**src/sv/assert_macros.svh**
```systemverilog
// Assertion macros shared by the interpolation unit RTL.
`ifndef ASSERT_MACROS_SVH
`define ASSERT_MACROS_SVH

// Clocked check, switched off while reset is asserted.
`define SRSI_ASSERT_CLK(lbl, prop, msg) \
    lbl: assert property (@(posedge i_clk) disable iff (!i_rst_n) prop) else $error(msg);

// Clocked check that also runs through reset.
`define SRSI_ASSERT_RST(lbl, prop, msg) \
    lbl: assert property (@(posedge i_clk) prop) else $error(msg);

`endif

```
**src/sv/srsi_pkg.sv**
```systemverilog
// Types, constants and helpers for the SIMP/RAMP stiffness interpolation unit.
package srsi_pkg;

    localparam int FRAC       = 16;             // density fraction bits
    localparam int X_W        = FRAC + 1;       // density width, Q1.FRAC
    localparam int E_W        = 32;             // e0 / span width, Q16.16
    localparam int P_W        = 4;              // exponent width
    localparam int P_MAX      = 15;             // largest exponent
    localparam int DEN_W      = X_W + P_W;      // RAMP denominator width
    localparam int QUO_W      = E_W + P_W + 1;  // divider quotient width
    localparam int NUM_W      = QUO_W + FRAC;   // divider numerator width
    localparam int OUT_W      = 48;
    localparam int DIV_STAGES = QUO_W;
    localparam int SIMP_LAT   = 3 + P_MAX;
    localparam int RAMP_LAT   = 3 + 3 * DIV_STAGES;

    localparam logic [X_W-1:0]   ONE_X   = X_W'(1) << FRAC;
    localparam logic [OUT_W-1:0] OUT_MAX = '1;

    typedef enum logic [1:0] {
        CFG_MODE = 2'd0,
        CFG_E0   = 2'd1,
        CFG_MINF = 2'd2,
        CFG_PEXP = 2'd3
    } t_cfg_idx;

    typedef enum logic {
        MODE_SIMP = 1'b0,
        MODE_RAMP = 1'b1
    } t_mode;

    typedef struct packed {
        logic             valid;
        logic [NUM_W-1:0] num;
        logic [DEN_W-1:0] den;
        logic [NUM_W-1:0] side;
    } t_div_req;

    typedef struct packed {
        logic             valid;
        logic [QUO_W-1:0] quo;
        logic [DEN_W-1:0] den;
        logic [NUM_W-1:0] side;
    } t_div_rsp;

    typedef struct packed {
        logic             sat;
        logic [OUT_W-1:0] val;
    } t_clip;

    function automatic t_clip clip_out(input logic [63:0] v);
        t_clip r;
        if (v > 64'(OUT_MAX)) begin
            r.sat = 1'b1;
            r.val = OUT_MAX;
        end else begin
            r.sat = 1'b0;
            r.val = v[OUT_W-1:0];
        end
        return r;
    endfunction

endpackage

```
**src/sv/srsi_div_pipe.sv**
```systemverilog
// Pipelined restoring divider, one quotient bit per stage, with side data.
`include "assert_macros.svh"

module srsi_div_pipe (
    input  logic                i_clk,
    input  logic                i_rst_n,
    input  srsi_pkg::t_div_req  i_req,
    output srsi_pkg::t_div_rsp  o_rsp
);

    localparam int NS = srsi_pkg::DIV_STAGES;
    localparam int QW = srsi_pkg::QUO_W;
    localparam int DW = srsi_pkg::DEN_W;
    localparam int NW = srsi_pkg::NUM_W;

    logic          r_v    [0:NS-1];
    logic [DW-1:0] r_rem  [0:NS-1];
    logic [QW-1:0] r_acc  [0:NS-1];
    logic [DW-1:0] r_den  [0:NS-1];
    logic [NW-1:0] r_side [0:NS-1];

    for (genvar j = 0; j < NS; j++) begin : g_stage
        logic          s_v;
        logic [DW-1:0] s_rem;
        logic [QW-1:0] s_acc;
        logic [DW-1:0] s_den;
        logic [NW-1:0] s_side;
        logic [DW:0]   w_try;
        logic          w_ge;
        logic [DW-1:0] n_rem;
        logic [QW-1:0] n_acc;

        if (j == 0) begin : g_src_in
            assign s_v    = i_req.valid;
            assign s_rem  = DW'(i_req.num[NW-1:QW]);
            assign s_acc  = i_req.num[QW-1:0];
            assign s_den  = i_req.den;
            assign s_side = i_req.side;
        end else begin : g_src_prev
            assign s_v    = r_v[j-1];
            assign s_rem  = r_rem[j-1];
            assign s_acc  = r_acc[j-1];
            assign s_den  = r_den[j-1];
            assign s_side = r_side[j-1];
        end

        // shift in the next numerator bit, subtract when it fits
        assign w_try = {s_rem, s_acc[QW-1]};
        assign w_ge  = (w_try >= {1'b0, s_den});
        assign n_rem = w_ge ? DW'(w_try - {1'b0, s_den}) : DW'(w_try);
        assign n_acc = {s_acc[QW-2:0], w_ge};

        always_ff @(posedge i_clk) begin
            if (!i_rst_n) begin
                r_v[j] <= 1'b0;
            end else begin
                r_v[j] <= s_v;
            end
            r_rem[j]  <= n_rem;
            r_acc[j]  <= n_acc;
            r_den[j]  <= s_den;
            r_side[j] <= s_side;
        end
    end

    assign o_rsp.valid = r_v[NS-1];
    assign o_rsp.quo   = r_acc[NS-1];
    assign o_rsp.den   = r_den[NS-1];
    assign o_rsp.side  = r_side[NS-1];

    `SRSI_ASSERT_CLK(a_rem_below_den, r_v[NS-1] |-> (r_rem[NS-1] < r_den[NS-1]), "divider remainder not below divisor")

endmodule

```
**config.mk**
```make
export PLATFORM = sky130hd
export DESIGN_NAME = srsi_div_pipe
export DESIGN_NICKNAME = d
export VERILOG_FILES = /design/src/sv/srsi_pkg.sv /design/src/sv/srsi_div_pipe.sv
export VERILOG_INCLUDE_DIRS = /design/src /design/src/sv
export SDC_FILE = /design/constraint.sdc
export NUM_CORES = 2
export LEC_CHECK = 0
export BUFFER_PORTS_ARGS = -buffer_cell sky130_fd_sc_hd__buf_2
export CORE_MARGIN = 3
export CORE_UTILIZATION = 30
export CTS_BUF_LIST = sky130_fd_sc_hd__clkbuf_8
export DETAILED_ROUTE_END_ITERATION = 12
export SYNTH_ARGS = -nofsm -noshare
export SYNTH_HDL_FRONTEND = slang
export SYNTH_MEMORY_MAX_BITS = 65536
export SYNTH_SLANG_ARGS = --single-unit
```
**constraint.sdc**
```tcl
create_clock -name i_clk -period 4.3 [get_ports i_clk]
set_input_delay 0.215 -clock i_clk [delete_from_list [all_inputs] [get_ports i_clk]]
set_output_delay 0.215 -clock i_clk [all_outputs]
set_load 0.005 [all_outputs]
```
## After elaboration in Yosys (flattened, before gate mapping)

Memories as Yosys holds them, arrays and structs flattened.
Index checks and enable logic that the tools add are counted.

- Bits of input ports: 130
- RAM bits: 4921
- Logic and storage cells: 192
- Flip-flop bits (word level): 0
- Output and inout bits: 112
- Memories: 5

Memories:

| memory | words | bits a word | read ports | clocked after memory_dff | write ports | RTL line | source |
|---|---|---|---|---|---|---|---|
| r_side | 37 | 53 | 37 | 0 | 37 | srsi_div_pipe.sv:20 | `logic [NW-1:0] r_side [0:NS-1];` |
| r_acc | 37 | 37 | 37 | 0 | 37 | srsi_div_pipe.sv:18 | `logic [QW-1:0] r_acc [0:NS-1];` |
| r_den | 37 | 21 | 37 | 0 | 37 | srsi_div_pipe.sv:19 | `logic [DW-1:0] r_den [0:NS-1];` |
| r_rem | 37 | 21 | 36 | 0 | 37 | srsi_div_pipe.sv:17 | `logic [DW-1:0] r_rem [0:NS-1];` |
| r_v | 37 | 1 | 37 | 0 | 37 | srsi_div_pipe.sv:16 | `logic r_v [0:NS-1];` |

- Bitwise logic cells: 37
- Mux-type cells: 76
- $lt $le $gt $ge: 37
- Add/sub/neg operators: 37

Operator list:

| kind | count |
|---|---|
| $ge 22x21->1 | 36 |
| $mux 21 | 37 |
| $sub 21x21->21 | 36 |
| $mux 1 | 39 |
| $or 1x1->1 | 37 |
| $ge 17x21->1 | 1 |
| $sub 17x21->21 | 1 |

## Depth between registers and ports, before layout

An unclocked memory read counts as a cell.

- Depth after elaboration: 3
- Mapped depth: 15
- Depth with buffers taken out: 13

## Worst setup path before layout

OpenSTA, ideal clock, no wires.

- Path type: register to register
- From: memory r_acc[1][73] (netlist name)
- To: memory r_rem[2][44] (netlist name)
- Stages on the path, launching flop included: 15
- Arrival: 3.150 ns
- Path buffers: 1
- Required time: 4.179 ns
- Period minus slack after synthesis: 3.271 ns
- Setup slack: 1.029 ns
- Library setup time: 0.121 ns
- Cells stage by stage: dfxtp_1 inv_1 ha_1 inv_1 fa_1 a21o_1 a221oi_2 o31ai_2 o2111ai_2 a31oi_2 a221oi_4 o31ai_2 a41oi_4 buf_6 mux2_4

RTL lines:

| item | RTL line |
|---|---|
| from (decl) | srsi_div_pipe.sv:18 |
| to (decl) | srsi_div_pipe.sv:17 |

==> run_results.csv <==
group,metric,value,unit
outcome,status,"finished with violations",
outcome,violations,"setup timing",
clocking,clock_latency,1.28,ns
drt,drt_pass1_iterations,7,
sta,finalClockSkew,0.1438,ns
yosys,synthFlopType,"dfxtp_1",
finish,nets,13999,
yosys,yosysWarnings,0,
worst_setup_path,r2r_end,"r_rem[2][62]",
yosys,synthAdderAreaFrac,0.07204,
global_route,grt.overflow.total,0,
yosys,synth-compound-area-share,0.09843,
sta,fin_ws,-0.04517,ns
power_and_ir_drop,irDropWorstVdd,0.3282,mV
sta,setup_violations,1,
clocking,cts_tree,"done",
worst_setup_path,r2r_cells,14,
global_route,grt.total_usage,0.1021,
yosys,async_reset_ff_frac,0,
power_and_ir_drop,power_leakage,77.88,nW
finish,drive_gt1_frac,0.1382,
finish,fillers,46413,
yosys,synth_area_per_cell,12.26,um^2
sta,slew-limit-headroom,0.4301,
drt,vias,81902,
global_route,grt_pass1_wl,416.4,mm
clocking,clock_sinks,4900,
yosys,synthCells,11768,
drt,drt_wl_total,255.9,mm
global_route,grt_max_degree,42,
yosys,synth.yosys.seq_area_share,0.6800,
floorplanning,num_io_pins,242,
global_route,use_met2,0.1760,
floorplanning,dieArea,489200,um^2
yosys,yosys-top-cells-count,"dfxtp_1, inv_1, ha_1, a21oi_1, nand2_1",
sta,fmax,0.2301,GHz
drt,drc,0,
yosys,ys_types,96,
floorplanning,core_region_area,478900,um^2
drt,viasPerCell,4.074,
power_and_ir_drop,power_density,787.5,nW/um^2
min_path,min_path_type,"reg -> reg",
job,maxCapViolations,0,
yosys,synthTopCellsByArea,"dfxtp_1, ha_1, inv_1",
worst_setup_path,critPathLaunchType,"input pin",
min_path,hold_depth,0,
floorplanning,initial_utilization,0.3012,
yosys,netlist_area,144300,um^2
yosys,synth_top_family_by_area,"compound AO/OA/AOI/OAI gates",
sta,drv_slew,0,
global_route,grtUsageMet3,0.02436,
yosys,synth.largest_area_cell,"dfxtp_1",
sta,tightest_slew,0.8438,ns
clocking,h-tree-depth,6,
yosys,synth-edff-count,0,
clocking,cts-root-buf,"clkbuf_8",
sta,fin_crit_sh,1.011,
sta,rsz0062_at_grt,"false",
drt,drt_iter0_drc,3367,
floorplanning,rows,254,
global_route,grt_busiest_layer,"met2",
clocking,path_clk_slew,0.06,ns
sta,period_minus_slack,4.345,ns
drt,wl_per_cell,12.73,um
finish,area_growth,20.71,%
place,io_buffers,241,
place,dp_slack,0.5750,ns
yosys,syn-num-nets,12707,
drt,ant_nets,0,
min_path,min_to,"r_acc[2][106]",
yosys,synthSimpleGateAreaFrac,0.05636,
worst_setup_path,arrival,5.46,ns
global_route,globalRouteMet1Util,0.1187,
worst_setup_path,rrSetupSlack,0.55,ns
sta,final-hold-violation-count,0,
global_route,antenna_found_initial,10,
floorplanning,die_w,699.4,um
power_and_ir_drop,power,137.1,mW
place,gp_congestion,0.8515,
min_path,hold_start,"r_acc[2][68]",
worst_setup_path,critPathKind,"in -> reg",
worst_setup_path,end_kind,"register",
yosys,synth_mux_area_frac,0.02508,
yosys,yosysTopAreaCellShare,0.6800,
worst_setup_path,worstPathMaxFanout,8,
yosys,synth-seq-cells,4900,
worst_setup_path,r2r-start,"r_acc[1][73]",
clocking,clock_path_buffers,4,
floorplanning,die_h,699.4,um
clocking,numCtsBuffers,793,
worst_setup_path,cp.required,5.41,ns
place,hpwl,174.6,mm
yosys,synthMostInstantiatedCell,"dfxtp_1",
yosys,synthXorXnorAreaFrac,0.03740,
global_route,grt_pass1_vias,83348,
[cell families (layout without fill, tap and decap cells)]
logic type / count (synthesis) / count (layout)
compound gates: 2242 / 2242
other cells: 0 / 3
fa+ha+maj: 809 / 809
simple gates: 1726 / 1726
buf+inv: 1157 / 3091
flops: 4900 / 4900
mux: 318 / 318
xor+xnor: 616 / 616
[layout by cell type, fill, tap and decap left out, types with 114 or more instances in the layout]
master | synthesis | final
xor2_1 | 238 | 238
ha_1 | 773 | 772
a21o_1 | 360 | 360
inv_1 | 998 | 1239
nand2_1 | 606 | 606
xnor2_1 | 378 | 378
mux2_2 | 275 | 275
dfxtp_1 | 4900 | 4900
clkbuf_8 | 0 | 988
buf_2 | 23 | 241
dlygate4sd3_1 | 0 | 339
o21ai_0 | 578 | 578
nand3_1 | 114 | 114
nor2_1 | 414 | 413
a21oi_1 | 665 | 660
[sequential cells by signal (all words and copies together) (netlist names)]
signal,count
r_side,1961
r_rem,756
r_acc,1369
r_den,777
r_v,37
[per-layer routing]
layer	routed length (um)	vias to the layer above
met5	78	-
met4	10920	12
met3	12720	772
met2	120500	1630
met1	111700	37230
li1	-	42258
[repair_timing]
action                     CTS  global route
hold endpoints to repair   169             0
gates resized for setup      0             3
setup endpoints to repair    0            10
hold buffers               340             0
setup buffers                0             3
[critical path, cell delays in order]
cell and delay [ns]:
dlygate4sd3_1 0.52, dlygate4sd3_1 0.54, buf_2 0.09, dlygate4sd3_1 0.57, inv_1 0.05, ha_1 0.36
nand2_1 0.14, or4_1 0.59, dlygate4sd3_1 0.63, and3_1 0.19, a21oi_4 0.23, nand2b_1 0.14
dlygate4sd3_1 0.54, nand4_1 0.07, dlygate4sd3_1 0.56
[stage by stage]
step	cell area, um^2	instances	hold slack, ns	setup TNS, ns	util
after floorplan	144300	11768	0.2427	0	-
after global routing	174100	20104	0.09635	0	0.3636
after global placement	153500	18323	0.3095	0	0.3204
final	174100	20105	0.2319	-0.04517	0.3636
after detailed placement	153500	18323	0.3121	0	0.3204
after CTS	174100	20100	0.005824	0	0.3635
[power by group]
part           total (mW)  leakage, nW  internal, mW  switching, mW
Clock                41.5         9.74          23.4           18.2
Sequential           57.8         41.3          54.0           3.78
Combinational        37.8         26.8          17.7           20.2
[layout make-up]
type / count / area, um^2 / share of cell area
diodes: 3 / 7.507 / 0.00004311
clock buffers: 988 / 13600 / 0.07809
clock inverters: 449 / 3636 / 0.02088
inverters: 1002 / 3761 / 0.02160
multi-input cells: 5711 / 41820 / 0.2401
flip-flops and latches: 4900 / 98090 / 0.5633
well taps: 6400 / 8008 / 0.04599
repair buffers: 652 / 5215 / 0.02995
[worst max-delay path by stage]
stage	endpoint	from	depth (start not counted)
floorplan	r_rem[2][44]	r_acc[1][73]	14
global placement	r_rem[2][43]	r_acc[1][73]	14
detailed placement	r_rem[2][43]	r_acc[1][73]	14
CTS	r_rem[0][15]	i_req[61]	16
global route	r_rem[0][15]	i_req[61]	15
finish	r_rem[0][15]	i_req[64]	15
Note: power is estimated with default switching activity, not from simulation.
